==> config.mk <==
export PLATFORM = sky130hd
export DESIGN_NAME = dcmf_back_flat
export DESIGN_NICKNAME = d
export VERILOG_FILES = /design/src/rtl/core/dcmf_pkg.sv /design/src/rtl/core/dcmf_ifs.sv /design/src/rtl/core/dcmf_back.sv /design/src/flat_wrapper.sv
export SDC_FILE = /design/constraint.sdc
export NUM_CORES = 1
export LEC_CHECK = 0
export BUFFER_PORTS_ARGS = -buffer_cell sky130_fd_sc_hd__buf_2
export CORE_UTILIZATION = 47
export DETAILED_ROUTE_END_ITERATION = 8
export GPL_ROUTABILITY_DRIVEN = 0
export GPL_TIMING_DRIVEN = 0
export PLACE_DENSITY = 0.95
export SYNTH_ARGS = -nofsm -noshare
export SYNTH_HDL_FRONTEND = slang
export SYNTH_SLANG_ARGS = --single-unit
==> constraint.sdc <==
create_clock -name i_clk -period 5.05 [get_ports i_clk]
set_input_delay 0.2525 -clock i_clk [delete_from_list [all_inputs] [get_ports i_clk]]
set_output_delay 0.2525 -clock i_clk [all_outputs]
set_load 0.02 [all_outputs]
==> src/rtl/core/dcmf_pkg.sv <==
// Shared types, codes and constants of the dark channel minimum filter.
`default_nettype none
package dcmf_pkg;

    // Defaults of the top-level size parameters
    localparam int DEF_MAX_WIDTH  = 1024;
    localparam int DEF_MAX_HEIGHT = 1024;
    localparam int DEF_MAX_PATCH  = 25;

    // Register reset values
    localparam int PATCH_RST  = 15;
    localparam int WIDTH_RST  = 640;
    localparam int HEIGHT_RST = 480;

    // Work queue between front and back
    localparam int QUEUE_DEPTH = 16;

    // Input command codes
    localparam logic CMD_PIXEL = 1'b0;
    localparam logic CMD_FLUSH = 1'b1;

    // Configuration register indexes
    typedef enum logic [1:0] {
        REG_PATCH  = 2'd0,
        REG_WIDTH  = 2'd1,
        REG_HEIGHT = 2'd2
    } t_reg_idx;

    // Header of one queued emission group: count, first column, row, frame end
    typedef struct packed {
        logic [5:0] cnt;
        logic [9:0] col;
        logic [9:0] row;
        logic       last;
    } t_qhdr;

    function automatic logic [7:0] min8(input logic [7:0] a, input logic [7:0] b);
        return (a < b) ? a : b;
    endfunction

endpackage
`default_nettype wire

==> src/rtl/core/dcmf_ifs.sv <==
// Handshake interfaces of the pixel, result and configuration channels.
`default_nettype none


interface dcmf_res_if;
    logic       valid;
    logic       ready;
    logic [7:0] dark_value;
    logic [9:0] out_row;
    logic [9:0] out_col;
    logic       last_of_frame;
    modport source (output valid, dark_value, out_row, out_col, last_of_frame, input ready);
    modport sink   (input valid, dark_value, out_row, out_col, last_of_frame, output ready);
endinterface

`default_nettype wire

==> src/rtl/core/dcmf_back.sv <==
// Back: unrolls queued groups into single results behind an output register.
`default_nettype none
module dcmf_back #(
    parameter int MAX_RAD = 12
) (
    input  wire logic                  i_clk,
    input  wire logic                  i_rst_n,
    input  wire logic                  i_valid,
    input  dcmf_pkg::t_qhdr            i_hdr,
    input  wire logic [MAX_RAD:0][7:0] i_vals,
    output logic                       o_pop,
    dcmf_res_if.source                 o_res
);
    import dcmf_pkg::*;

    localparam int IW = $clog2(MAX_RAD + 1);

    logic       r_ovalid;
    logic [5:0] r_idx;
    logic       fire, fin;

    assign fire  = i_valid && (!r_ovalid || o_res.ready);
    assign fin   = (r_idx == i_hdr.cnt - 6'd1);
    assign o_pop = fire && fin;

    // Step through the group, drop it after its last result
    always_ff @(posedge i_clk) begin
        if (!i_rst_n) begin
            r_ovalid <= 1'b0;
            r_idx    <= '0;
        end else begin
            if (fire) begin
                r_ovalid <= 1'b1;
                r_idx    <= fin ? 6'd0 : r_idx + 6'd1;
            end else if (o_res.ready) begin
                r_ovalid <= 1'b0;
            end
        end
    end

    // Load the output beat
    always_ff @(posedge i_clk) begin
        if (fire) begin
            o_res.dark_value    <= i_vals[IW'(r_idx)];
            o_res.out_row       <= i_hdr.row;
            o_res.out_col       <= i_hdr.col + 10'(r_idx);
            o_res.last_of_frame <= i_hdr.last && fin;
        end
    end

    assign o_res.valid = r_ovalid;
endmodule
`default_nettype wire

==> src/flat_wrapper.sv <==
// flat-port wrapper written by rule: the top's interface ports become plain ports
module dcmf_back_flat import dcmf_pkg::*;
#(
    parameter int MAX_RAD = 12
)
  (i_clk, i_rst_n, i_valid, i_hdr, i_vals, o_pop, o_res_valid, o_res_dark_value, o_res_out_row, o_res_out_col, o_res_last_of_frame, o_res_ready);
  dcmf_res_if o_res_i ();
  input  wire logic i_clk;
  input  wire logic i_rst_n;
  input  wire logic i_valid;
  input  dcmf_pkg::t_qhdr i_hdr;
  input  wire logic [MAX_RAD:0][7:0] i_vals;
  output logic o_pop;
  output wire logic [$bits(o_res_i.valid)-1:0] o_res_valid;
  output wire logic [$bits(o_res_i.dark_value)-1:0] o_res_dark_value;
  output wire logic [$bits(o_res_i.out_row)-1:0] o_res_out_row;
  output wire logic [$bits(o_res_i.out_col)-1:0] o_res_out_col;
  output wire logic [$bits(o_res_i.last_of_frame)-1:0] o_res_last_of_frame;
  input wire logic [$bits(o_res_i.ready)-1:0] o_res_ready;
  assign o_res_valid = o_res_i.valid;
  assign o_res_dark_value = o_res_i.dark_value;
  assign o_res_out_row = o_res_i.out_row;
  assign o_res_out_col = o_res_i.out_col;
  assign o_res_last_of_frame = o_res_i.last_of_frame;
  assign o_res_i.ready = o_res_ready;
  dcmf_back #(.MAX_RAD(MAX_RAD)) u_core (.i_clk(i_clk), .i_rst_n(i_rst_n), .i_valid(i_valid), .i_hdr(i_hdr), .i_vals(i_vals), .o_pop(o_pop), .o_res(o_res_i));
endmodule
# After elaboration in Yosys (flattened, before gate mapping)
# Cells that the tools add are included.
dict set report totals {
  reg_bits 36
  latch_bits 0
  ram_bits 0
  mem_bits_ro 0
  in_bits 135
  output_inout_bits 31
  n_memories 0
}
dict set report classes {
  n_addsub 3
  n_mul 0
  div_mod_pow 0
  order_cmp 1
  eq_ne 1
  n_shift 0
  n_mux 5
  n_bitwise 0
  reduce_logical 6
}
# op count
set ops {}
lappend ops {{$bmux W8 S4} 1}
lappend ops {{$add A10 B6 Y10} 1}
lappend ops {{$mux W8} 1}
lappend ops {{$add A6 B1 Y6 const B} 1}
lappend ops {{$eq A6 B6 Y1} 1}
lappend ops {{$mux W6} 1}
lappend ops {{$sub A6 B1 Y6 const B} 1}
lappend ops {{$lt A4 B5 Y1 const B} 1}
lappend ops {{$logic_and A1 B1 Y1} 3}
lappend ops {{$mux W1} 2}
lappend ops {{$reduce_bool A2 Y1} 1}
lappend ops {{$logic_not A1 Y1} 1}
lappend ops {{$logic_or A1 B1 Y1} 1}

# Logic depth before layout (Yosys ltp)
dict set report logic_depth {
  word_depth 4
  mapped_depth 6
}

# Least setup slack after synthesis
# Ideal clock, no wire load.
dict set report synth_path {
  kind {flip-flop to output port}
  start {reg u_core.r_ovalid, in the netlist u_core.o_res.valid}
  end {out o_pop}
  arrival_ns 2.734
  setup_slack_ns 2.063
  path_stages_with_launch 5
  n_path_buf 0
  path_cell_list {dfxtp_1 and2b_1 nor2_1 o2111a_2 and2_1}
}
dict set report synth_via {
  elab_chain_cells 4
}
# element line
set synth_rtl {}
lappend synth_rtl {{start, declared} dcmf_back.sv:18} ;# logic r_ovalid;
lappend synth_rtl {{start signal, assigned} dcmf_back.sv:29} ;# r_ovalid <= 1'b0;
lappend synth_rtl {{start signal, assigned} dcmf_back.sv:33} ;# r_ovalid <= 1'b1;
lappend synth_rtl {{start signal, assigned} dcmf_back.sv:36} ;# r_ovalid <= 1'b0;
lappend synth_rtl {{$logic_not A1 Y1} dcmf_back.sv:22} ;# assign fire = i_valid && (!r_ovalid || o_res.ready);
lappend synth_rtl {{$logic_or A1 B1 Y1} dcmf_back.sv:22}
lappend synth_rtl {{$logic_and A1 B1 Y1} dcmf_back.sv:22}
lappend synth_rtl {{net u_core.fire} dcmf_back.sv:20} ;# logic fire, fin;
lappend synth_rtl {{$logic_and A1 B1 Y1} dcmf_back.sv:24} ;# assign o_pop = fire && fin;
lappend synth_rtl {{end, declared} flat_wrapper.sv:13} ;# output logic o_pop;
# The timed path passes the listed nets, and every way through them passes these cells.

# Worst setup path in the final report
# Same ends and word-level chain as after synthesis.

==> results.sh <==
export IMPL_status="completed"
export IMPL_fmax_mhz=393
export IMPL_cap_violations=0
export IMPL_netlist_area_mm2=0.00265
export IMPL_final_hold_viol_count=0
export IMPL_drtAntennaViolNets=0
export IMPL_core_mm2=0.00527
export IMPL_stdcell_area_mm2=0.00368
export IMPL_fin_cells=454
export IMPL_final_seq_area_mm2=0.00101
export IMPL_die_x_um=77.1
export IMPL_cts_tree="yes"
export IMPL_clkTransAtPathRegs_ps=70
export IMPL_dieArea_mm2=0.00595
export IMPL_async_flop_share_pct=0
export IMPL_grt_antenna_before_repair=0
export IMPL_fill_cells=421
export IMPL_boundaryPins=166
export IMPL_setup_ws_ps=2510
export IMPL_holdWs_ps=146
export IMPL_synth_ff_type="edfxtp_1"
export IMPL_initial_core_util_pct=50.3
export IMPL_area_growth_pct=38.8
export IMPL_cts_sinks=36
export IMPL_firstDrtPassIters=7
export IMPL_fin_util_pct=69.8
export IMPL_ys_warn_count=0
export IMPL_cp_start_kind="flop"
export IMPL_finalCritPeriodShare_pct=50.4
export IMPL_grt_pass1_wl_mm=12.4
export IMPL_cp_cell_sequence="and2b_1, nor2_4, o2111a_2, and2_1, buf_2"
export IMPL_overflow=0
export IMPL_row_count=26
export IMPL_pre_cts_slack_ps=2730
export IMPL_placed_area_mm2=0.00357
export IMPL_placement_io_buffers=165
export IMPL_final_cell_mix="168 x buf_2, 29 x edfxtp_1, 20 x nand2_1"
export IMPL_cts_hold_buf=0
export IMPL_synth_edf_count=29
export IMPL_mostFrequentLayoutCell="buf_2"
export IMPL_syn_inst=211
export IMPL_crit_buf_inv=1
export IMPL_worst_pin_slew_ps=898
export IMPL_max_stage_delay_ps=700
export IMPL_cp_arrival_ps=2290
export IMPL_vias=2672
export IMPL_hold_path_class="in -> reg"
export IMPL_netlist_cell_type_count=46
export IMPL_synth_seq_area_share_pct=38.1
export IMPL_critPathKind="reg -> out"
export IMPL_leakage_nw=1.63
export IMPL_wl_per_cell_um=17.6
export IMPL_grt_max_degree=33
export IMPL_powerDensity_mw_per_mm2=233
export IMPL_cp_slowest_cell="nor2_4"
export IMPL_fin_tns_setup_ps=0
export IMPL_grt_usage_pct=27.1
export IMPL_syn_num_nets=355
export IMPL_synth_seq_cells=36
export IMPL_synth_avg_cell_area_um2=12.6
export IMPL_final_max_slew_violation_count=0
export IMPL_end_kind="primary output"
export IMPL_finalWirelength_mm=7.98
export IMPL_grt_pass1_vias=2647
export IMPL_total_power_mw=0.856
export IMPL_slew_headroom_pct=40.0
export IMPL_cts_max_level=2
export IMPL_finClkSkew_ps=8.06
export IMPL_cp_top_family="simple AND/OR/NAND/NOR gates"
export IMPL_clock_latency_ps=290
export IMPL_postCtsSetupRepairBufs=0
export IMPL_viasPerCell=5.89
export IMPL_die_h_um=77.1
export IMPL_drc_errors=0
export IMPL_dp_cells=446
export IMPL_drt_initial_drc_count=116
export IMPL_cp_required_ps=4800
export IMPL_fin_crit_ps=2540
export IMPL_rsz0062_at_grt="false"
export IMPL_setup_violations=0
export IMPL_cts_buffers=5
export IMPL_cts_resized=0
export IMPL_final_layout_size_suffix_gt1_share_pct=52.3
export IMPL_num_nets_final=527
export IMPL_clock_path_buffers=2
export IMPL_peakVddDrop_uv=146
export IMPL_dp_hpwl_mm=6.48
export IMPL_multiInputGateArea_mm2=0.00154
export IMPL_crit_fanout=32
export IMPL_n_antenna_cell=0
export IMPL_cts_root_buf="clkbuf_8"
==> registers in the layout, summed over array words and instances (netlist names) <==
register / flops
u_core.o_res.dark_value: 8
u_core.o_res.last_of_frame: 1
u_core.o_res.out_col: 10
u_core.o_res.out_row: 10
u_core.o_res.valid: 1
u_core.r_idx: 6
==> power breakdown <==
group	internal [mW]	leakage, nW	switching, mW
sequential	0.348	0.336	0.00659
clock	0.146	0.0552	0.101
combinational	0.131	1.24	0.123
total	0.625	1.63	0.231
==> cell type report <==
| type | instances | area share (%) |
|---|---|---|
| Multi-Input combinational cell | 156 | 41.8 |
| Clock buffer | 6 | 1.97 |
| Inverter | 8 | 0.816 |
| Timing Repair Buffer | 165 | 22.4 |
| Sequential cell | 36 | 27.5 |
| Tap cell | 70 | 2.38 |
| Clock inverter | 2 | 0.952 |
| Buffer | 11 | 2.18 |
==> worst reg2reg max path, stage by stage, from the launching register on <==
cell and delay (ps):
dfxtp_1 350, ha_1 230, fa_1 420, a21o_1 200, a21oi_1 380, nand3b_1 170, nand3_1 100
==> worst paths after layout <==
check / end / start / depth (start not counted) / slack, ps
worst max-delay path: o_pop / u_core.o_res.valid$_SDFFE_PN0P_ / 5 / 2510
worst min-delay path: u_core.o_res.out_row[9]$_DFFE_PP_ / i_hdr[10] / 1 / 150
worst max register to register: u_core.o_res.out_col[6]$_DFFE_PP_ / u_core.r_idx[0]$_SDFFE_PN0P_ / 6 / 2940
worst min register to register: u_core.o_res.valid$_SDFFE_PN0P_ / u_core.o_res.valid$_SDFFE_PN0P_ / 2 / 570
==> cell families after synthesis <==
group                    count (synthesis)  share of synthesized area [%]
AO/OA/AOI/OAI                           50                           13.6
XOR/XNOR                                16                           5.29
adder cells (fa/ha/maj)                  9                           4.53
buffers and inverters                   19                           4.15
flip-flops                              36                           38.1
multiplexers                            25                           22.3
AND/OR/NAND/NOR                         56                           12.0
==> cell usage after synthesis (2+ instances only) <==
| master | number | area share (%) |
|---|---|---|
| dfxtp_1 | 7 | 5.3 |
| buf_2 | 3 | 0.57 |
| nor2b_1 | 2 | 0.47 |
| nand4_1 | 2 | 0.47 |
| a211oi_1 | 6 | 1.7 |
| o21ai_0 | 7 | 1.3 |
| nor3b_1 | 5 | 1.4 |
| mux4_1 | 11 | 11 |
| ha_1 | 8 | 3.8 |
| inv_1 | 6 | 0.85 |
| xor2_1 | 4 | 1.3 |
| clkbuf_1 | 4 | 0.57 |
| o211ai_1 | 3 | 0.85 |
| xnor2_1 | 12 | 4.0 |
| nand3b_1 | 2 | 0.57 |
| a21oi_1 | 6 | 1.1 |
| mux4_2 | 13 | 11 |
| clkinv_1 | 2 | 0.28 |
| a31oi_1 | 10 | 2.4 |
| a21o_1 | 3 | 0.85 |
| nand2b_1 | 2 | 0.47 |
| and2_1 | 2 | 0.47 |
| nand2_1 | 20 | 2.8 |
| nor2_1 | 6 | 0.85 |
| a221oi_1 | 9 | 3.0 |
| edfxtp_1 | 29 | 33 |
| nor3_1 | 4 | 0.76 |
| nand3_1 | 4 | 0.76 |
| buf_6 | 2 | 0.85 |
==> layer usage <==
layer	track usage, %	wire length (um)	part of all wire [%]
met1	29.9	2780	35
met2	49.6	4210	53
met3	5.36	714	8.9
met4	12.6	282	3.5
met5	0	0	0
Power figures use the tool's default switching activity.
