File: src/rtl/core/dcmf_queue.sv
// Small FIFO of emission groups between the front and the back.
`default_nettype none
module dcmf_queue #(
    parameter int WIDTH = 32,
    parameter int DEPTH = 16,
    localparam int CW = $clog2(DEPTH + 1)
) (
    input  wire logic             i_clk,
    input  wire logic             i_rst_n,
    input  wire logic             i_push,
    input  wire logic [WIDTH-1:0] i_data,
    input  wire logic             i_pop,
    output logic      [WIDTH-1:0] o_data,
    output logic                  o_valid,
    output logic      [CW-1:0]    o_count
);
    localparam int PW = $clog2(DEPTH);

    logic [WIDTH-1:0] r_buf [DEPTH];
    logic [PW-1:0]    r_wp, r_rp;
    logic [CW-1:0]    r_cnt;

    // Store on push
    always_ff @(posedge i_clk) begin
        if (i_push) begin
            r_buf[r_wp] <= i_data;
        end
    end

    // Advance pointers and count
    always_ff @(posedge i_clk) begin
        if (!i_rst_n) begin
            r_wp  <= '0;
            r_rp  <= '0;
            r_cnt <= '0;
        end else begin
            if (i_push) begin
                r_wp <= (int'(r_wp) == DEPTH - 1) ? '0 : r_wp + PW'(1);
            end
            if (i_pop) begin
                r_rp <= (int'(r_rp) == DEPTH - 1) ? '0 : r_rp + PW'(1);
            end
            if (i_push && !i_pop) begin
                r_cnt <= r_cnt + CW'(1);
            end else if (!i_push && i_pop) begin
                r_cnt <= r_cnt - CW'(1);
            end
        end
    end

    assign o_data  = r_buf[r_rp];
    assign o_valid = (r_cnt != '0);
    assign o_count = r_cnt;
endmodule
`default_nettype wire

File: config.mk
export PLATFORM = sky130hd
export DESIGN_NAME = dcmf_queue
export DESIGN_NICKNAME = d
export VERILOG_FILES = /design/src/rtl/core/dcmf_queue.sv
export SDC_FILE = /design/constraint.sdc
export NUM_CORES = 1
export LEC_CHECK = 0
export BUFFER_PORTS_ARGS = -buffer_cell sky130_fd_sc_hd__buf_4
export CORE_MARGIN = 10
export CORE_UTILIZATION = 66
export CTS_CLUSTER_SIZE = 20
export DETAILED_ROUTE_END_ITERATION = 10
export PLACE_DENSITY = 0.94
export SLEW_MARGIN = 25
export SYNTH_ARGS = -nofsm -noshare
export SYNTH_HDL_FRONTEND = slang
export SYNTH_SLANG_ARGS = --single-unit
File: constraint.sdc
create_clock -name i_clk -period 5.97 [get_ports i_clk]
set_clock_uncertainty 0.05 [all_clocks]
set_input_delay 0.597 -clock i_clk [delete_from_list [all_inputs] [get_ports i_clk]]
set_output_delay 0.597 -clock i_clk [all_outputs]
set_load 0.03 [all_outputs]
# == After elaboration in Yosys (flattened, before gate mapping) ==
# Memory sizes are Yosys's and may differ from the RTL's. A register that Yosys moved wholly into a read port is not among the register bits.
# Cells that the tools add are included.
# totals
ram_bits,512
wordCells,24
ff_bits,13
mem_count,1
out_inout_bits,38
in_bits,36
# mem_list
name,depth,word_bits,read_ports,rd_clocked_by_memory_dff,write_ports,line,text
r_buf,16,32,1,1,1,19,logic [WIDTH-1:0] r_buf [DEPTH];
# classes
reduce_logical,6
mux,8
n_eq_ne,2
add_sub_neg,4
# ops
op,n
4-bit two-way mux,4
5-bit two-way mux,2
4-bit by 1-bit adder with 4-bit output (second input constant),2
4-bit by 1-bit equality test with 1-bit output (second input constant),2
5-bit by 1-bit adder with 5-bit output (second input constant),1
5-bit nonzero test,1
5-bit by 1-bit subtractor with 5-bit output (second input constant),1
1-bit logical AND,2
1-bit zero test,2
1-bit two-way mux,2
2-bit nonzero test,1

# == Logic depth before layout (Yosys ltp) ==
# Gate-level depths: netlist (run 1).
# depth
ltp_word,4
mapped_depth,8
depth_no_buf,8

# == Worst setup path before layout (run 1) ==
# No wires, ideal clock.
# synth_path
kind,input-to-reg
start,input port i_push
end,memory r_buf[0][0] (enable)
required_time_ns,5.528
setup_ns,0.392
arrival_time_ns,1.935
setup_slack_ns,3.593
path_stages,3
n_path_buf,1
cell_sequence,clkbuf_1 > nor3b_1 > and2_1
# synth_via
elab_chain_len,2
# synth_rtl
element,line,text
from (decl),10,"input wire logic i_push,"
1-bit two-way mux,25,if (i_push) begin
1-bit two-way mux (not written as such),26,r_buf[r_wp] <= i_data;
to (decl),19,
# No other way between the ends.

==> impl_metrics.csv, run 1 <==
group,metric,value,unit
status,status,"finished, final reports clean",
die,rows,63,
sta,finalCriticalPeriod,4.04,ns
synth,synth_flop_cell,"edfxtp_1",
grt,grt_max_degree,61,
worst_hold_path,holdPathStages,1,
worst_setup_path,cp_cell_sequence,"buf_4 > mux4_2 > a22oi_1 > nand2_1 > buf_4",
worst_setup_path,cp-start-kind,"flip-flop",
layout,fill_cells,1450,
synth,synthDominantCellAreaShare,76.7,%
synth,synth_edf_count,512,
sta,fin_crit_sh,67.7,%
worst_setup_path,path_max_fanout,60,
sta,whs,0.276,ns
grt,antenna_found_initial,2,
synth,synthMostInstantiatedCell,"edfxtp_1",
synth,yosys-top-cells-count,"edfxtp_1, mux4_2, a22oi_1",
cts,cts_tree,"yes",
synth,synth.avg_cell_area,22.4,um2
die,core,29800,um2
layout,regArea,15700,um2
synth,synth-seq-cells,529,
place,place_congestion,0.731,
die,die_width,194,um
route,drt_iter0_drc,1524,
sta,final-setup-viol-count,0,
sta,finalMaxSlewViolations,0,
layout,multiInputGateArea,4160,um2
layout,layout-drive-gt1-share,29.8,%
layout,syn2layout_area_growth,13.1,%
cts,cts.htree.levels,2,
synth,synth.distinct_cells,33,
cts,cts_hold_buf,0,
cts,clock_sinks,529,
route,wl,52600,um
cts,post_cts_buffers,0,
grt,overflow,0,
synth,ys_top_cells_by_area,"edfxtp_1, mux4_2, a22oi_1",
pwr,total_power,7.90,mW
worst_setup_path,cp.required,5.32,ns
sta,setup_tns,0,ns
sta,finalHoldViolCount,0,
cts,numCtsBuffers,49,
cts,root_buffer,"clkbuf_16",
die,dieArea,37800,um2
place,post-dp-hpwl,24100,um
cts,cts_resized,0,
synth,async_reset_ff_share,0,%
worst_setup_path,critPathArrivalTime,3.40,ns
synth,synth_top_area_cell,"edfxtp_1",
sta,tightest_slew,1.07,ns
worst_setup_path,max_stage_delay,0.90,ns
die,ioPinCount,74,
synth,syn_area,20100,um2
pwr,powerDensity,348,nW/um2
worst_hold_path,hp-class,"in -> reg",
route,wl_per_cell,37.1,um
die,start_util,67.3,%
sta,grt_setup_unrepaired,"false",
synth,netlist_instances,894,
worst_setup_path,cpMostUsedCell,"buf_4",
worst_setup_path,worstSetupPathType,"reg -> out",
route,ant_nets,0,
sta,fmax,0.247,GHz
cts,clkTransAtPathRegs,0.07,ns
cts,clk_path_buf_depth,3,
grt,grt_pass1_wl,75500,um
die,die-height,194,um
route,vias,10288,
place,io_buffers,73,
layout,fin_nets,1030,
job,cap_violations,0,
synth,yosysWarnings,0,
worst_setup_path,r2r_cells,3,
pwr,leakagePower,7.27,nW
grt,track_usage,27.4,%
worst_setup_path,crit_slowest_cell,"dfxtp_4",
worst_setup_path,critPathCaptureType,"primary output",
route,vias_per_cell,7.27,
synth,yosysSeqAreaShare,78.4,%
sta,maxSlewHeadroom,28.7,%
pwr,peakVddDrop,0.254,mV
grt,grt_pass1_vias,10692,
route,drc,0,
synth,syn-num-nets,940,
route,dr.pass1.iters,7,
cts,clk_latency,0.55,ns
-- cell type report --
| cell class | count | area share, % |
|---|---|---|
| diodes | 2 | 0.0221 |
| clock buffers | 64 | 5.89 |
| clock inverters | 27 | 1.22 |
| inverters | 6 | 0.0993 |
| multi-input cells | 313 | 18.3 |
| flip-flops and latches | 529 | 69.3 |
| well taps | 390 | 2.15 |
| repair buffers | 85 | 2.96 |
-- where the power goes --
part / switching [mW] / total, mW / internal [mW]
clock network: 1.36 / 3.19 / 1.84
registers: 0.0503 / 4.17 / 4.11
logic: 0.313 / 0.538 / 0.225
total: 1.72 / 7.90 / 6.18
-- through the flow --
step / std cells / util (%) / instance area (um2) / setup slack (ns)
after CTS: 1414 / 76.1 / 22700 / 1.92
after detailed placement: 1323 / 70.7 / 21100 / 2.64
after global placement: 1322 / 70.5 / 21000 / 2.71
after global routing: 1416 / 76.1 / 22700 / 1.78
final: 1416 / 76.1 / 22700 / 1.93
after floorplan: 894 / - / 20100 / 3.59
-- sequential cells by signal (all words and copies together), names as in the netlist, named ones only --
register,cells
r_buf,512
r_rp,4
r_wp,4
o_count,5
-- path summary, 6_finish.rpt --
path / slack, ns / to / startpoint
worst min register to register: 0.47 / o_count[4] / o_count[4]
worst min-delay path: 0.28 / r_buf[1][7] / i_data[7]
worst max register to register: 3.81 / r_buf[11][29] / r_wp[1]
worst max-delay path: 1.93 / o_data[0] / flip-flop
-- routing by layer --
| layer | wire length, um | global-route usage (%) |
|---|---|---|
| met1 | 17300 | 33.2 |
| met3 | 4910 | 4.70 |
| met5 | 0 | 0 |
| met2 | 27600 | 47.1 |
| met4 | 2830 | 13.5 |
-- cell usage in the layout (no fill, tap or decap), drive strengths merged --
cell type,instances
a21boi,1
a21o,1
a21oi,4
a22oi,64
a31oi,1
and2,25
and3,1
and3b,1
buf,85
bufinv,6
clkbuf,64
clkinv,19
clkinvlp,1
dfxtp,17
diode,2
edfxtp,512
fa,1
ha,9
inv,7
mux2,1
mux2i,4
mux4,128
nand2,40
nand2b,2
nand3,5
nand4,1
nand4b,1
nor2,6
nor2b,4
nor3b,1
nor4,1
o21ai,6
or4b,1
xnor2,3
xor2,1
-- kinds of logic after synthesis --
family / synth area share (%)
DFF: 78.4
adders and majority gates: 0.661
muxes: 14.6
and+or+nand+nor: 2.22
buffers and inverters: 1.19
xor gates and xnor gates: 0.175
AOI/OAI and AO/OA: 2.75
-- critical path: cells and delay by family, from the launching register on --
kind	cells	cell delay [ns]
and+or+nand+nor	1	0.16
DFF	1	0.90
buffers and inverters	2	0.97
muxes	1	0.45
AOI/OAI and AO/OA	1	0.26
No activity file was read; power rests on OpenSTA's default activity.
==> inputs of run 2 (changes only) <==
--- a/config.mk
+++ b/config.mk
@@ -7,10 +7,10 @@
 export LEC_CHECK = 0
 export BUFFER_PORTS_ARGS = -buffer_cell sky130_fd_sc_hd__buf_4
 export CORE_MARGIN = 10
-export CORE_UTILIZATION = 66
+export CORE_UTILIZATION = 61
 export CTS_CLUSTER_SIZE = 20
 export DETAILED_ROUTE_END_ITERATION = 10
-export PLACE_DENSITY = 0.94
+export PLACE_DENSITY = 0.89
 export SLEW_MARGIN = 25
 export SYNTH_ARGS = -nofsm -noshare
 export SYNTH_HDL_FRONTEND = slang
==> constraint.sdc (replaced) <==
create_clock -name i_clk -period 3.76 [get_ports i_clk]
set_clock_uncertainty 0.05 [all_clocks]
set_input_delay 0.376 -clock i_clk [delete_from_list [all_inputs] [get_ports i_clk]]
set_output_delay 0.376 -clock i_clk [all_outputs]
set_load 0.03 [all_outputs]
==> run 2 against run 1 <==
Clock power increased by 54%. Critical endpoint is now o_data[28]. Worst setup slack worse by 1.5 ns. Total power grew 57%. Routed wire length decreased by 7.2%. Non-clock buffer count increased by 22. Utilization decreased by 5.4 points. Die area increased by 7.3%. Register-to-register slack worse by 2.4 ns. Via count is 1.8% lower. First-iteration DRC count fell by 12%.
==> impl_metrics.csv, run 2 (synthesis gave the netlist of run 1 again) <==
group,metric,value,unit
cts,numCtsBuffers,50,
worst_setup_path,cp-start-kind,"flip-flop",
route,wl,48800,um
worst_setup_path,critPathCaptureType,"primary output",
pwr,p_comb_share,7.1,%
sta,whs,0.0488,ns
die,rows,66,
sta,setup_tns,0,ns
route,ant_nets,0,
layout,diodes,0,
layout,post-route-util,70.7,%
status,status,"finished, final reports clean",
worst_setup_path,crit_slowest_cell,"dfxtp_4",
worst_setup_path,path_buf_inv,2,
pwr,peakVddDrop,0.331,mV
route,wl_per_cell,32.8,um
cts,cts_resized,0,
pwr,p_clk_share,39.7,%
route,drc,0,
cts,clk_latency,0.57,ns
place,io_buffers,73,
pwr,internal-power,9.68,mW
die,core,32500,um2
cts,root_buffer,"clkbuf_16",
grt,gr-usage-met3,5.61,%
pwr,leakagePower,7.39,nW
sta,finalCriticalPeriod,3.29,ns
grt,grt_max_degree,49,
cts,clk_path_buf_depth,3,
worst_setup_path,max_stage_delay,0.80,ns
sta,finalHoldViolCount,0,
sta,grt_setup_unrepaired,"false",
place,place_congestion,0.755,
layout,final_cell_mix,"edfxtp_1, mux4_2, buf_4",
grt,grt_pass1_wl,71400,um
sta,finalMaxSlewViolations,0,
place,place_area,21400,um2
route,vias,10107,
layout,fin_nets,1053,
layout,layout-drive-gt1-share,31.6,%
pwr,pwr-share-seq,53.3,%
pwr,powerDensity,539,nW/um2
worst_setup_path,cp_cell_sequence,"buf_4 > mux4_2 > a22oi_1 > nand2_1 > buf_4",
sta,tightest_slew,1.00,ns
route,drt_iter0_drc,1342,
grt,antenna_found_initial,1,
worst_hold_path,hp-class,"in -> reg",
cts,cts_hold_buf,0,
worst_setup_path,cp.required,3.33,ns
grt,track_usage,24.0,%
sta,final-setup-viol-count,0,
layout,largest_reg_flops,512,
layout,regMostFlops,"r_buf",
layout,instances_no_fill,1488,
worst_setup_path,cp_top_family,"flip-flops",
die,start_util,61.8,%
cts,cts_tree,"yes",
cts,cts.htree.levels,2,
grt,grt-busiest-layer,"met2",
grt,grt_use_met1,30.6,%
pwr,power_switching,2.70,mW
cts,post_cts_buffers,0,
die,die-height,201,um
layout,mostFrequentLayoutCell,"edfxtp_1",
grt,grt_pass1_vias,10549,
sta,fmax,0.304,GHz
worst_setup_path,path_max_fanout,30,
pwr,swShare,21.8,%
die,dieArea,40500,um2
job,cap_violations,0,
die,die_width,201,um
grt,grt_use_met2,39.8,%
route,dr.pass1.iters,5,
layout,syn2layout_area_growth,14.5,%
cts,clock_sinks,529,
sta,fin_crit_sh,87.6,%
place,dp.cells,1397,
place,post-dp-hpwl,25100,um
grt,overflow,0,
worst_setup_path,worstSetupPathType,"reg -> out",
route,vias_per_cell,6.79,
cts,clkTransAtPathRegs,0.07,ns
sta,maxSlewHeadroom,33.2,%
layout,final_area,23000,um2
die,ioPinCount,74,
worst_setup_path,cpMostUsedCell,"buf_4",
worst_setup_path,critPathArrivalTime,2.87,ns
run 2: cell count changes in the layout (fill, tap and decap cells not counted), sizes merged:
cell      change
clkinvlp      +2
buf          +22
inv           +2
bufinv        -2
clkbuf        -2
diode         -2
run 2: layer usage:
layer  part of all wire, %  wire, um  up-vias
li1                      -         -     3981
met1                    35     17000     5220
met2                    51     25100      761
met3                    10      5010      143
met4                   3.6      1750        2
met5                 0.027        13        -
run 2: area by class of cell:
class                      count  area (um2)
sequential                   529       15700
fill                        1774        9500
tap                          442         553
inverter                       6        22.5
clock inverter                29         268
timing repair buffer         107         923
multi-input combinational    313        4150
clock buffer                  62        1320
run 2: worst paths after layout:
path	startpoint	end	slack, ns	cells after the start
setup / recovery	flip-flop	o_data[28]	0.47	5
hold / removal	i_data[30]	r_buf[2][30]	0.05	1
setup reg to reg	r_wp[2]	r_buf[2][16]	1.42	3
hold reg to reg	o_count[4]	o_count[4]	0.45	2
run 2: worst register-to-register path, cell delays in order (launching register included):
cell and delay (ns):
dfxtp_1 0.36, nor3b_1 0.41, and2_2 0.90, buf_4 0.33
run 2: through the flow:
stage	worst slack (ns)	power (mW)
3_5_place_dp	1.11	7.58
2_1_floorplan	1.60	7.24
4_1_cts	0.407	12.4
3_3_place_gp	1.13	7.54
5_1_grt	0.313	12.7
6_report	0.467	12.4
run 2: power by group through the flow:
| stage | clock (mW) | sequential [mW] | combinational, mW |
|---|---|---|---|
| final | 4.91 | 6.60 | 0.873 |
| after global routing | 5.14 | 6.60 | 0.929 |
| after global placement | 0 | 6.71 | 0.832 |
| after detailed placement | 0 | 6.72 | 0.862 |
| after CTS | 4.93 | 6.60 | 0.880 |
| after floorplan | 0 | 6.71 | 0.529 |
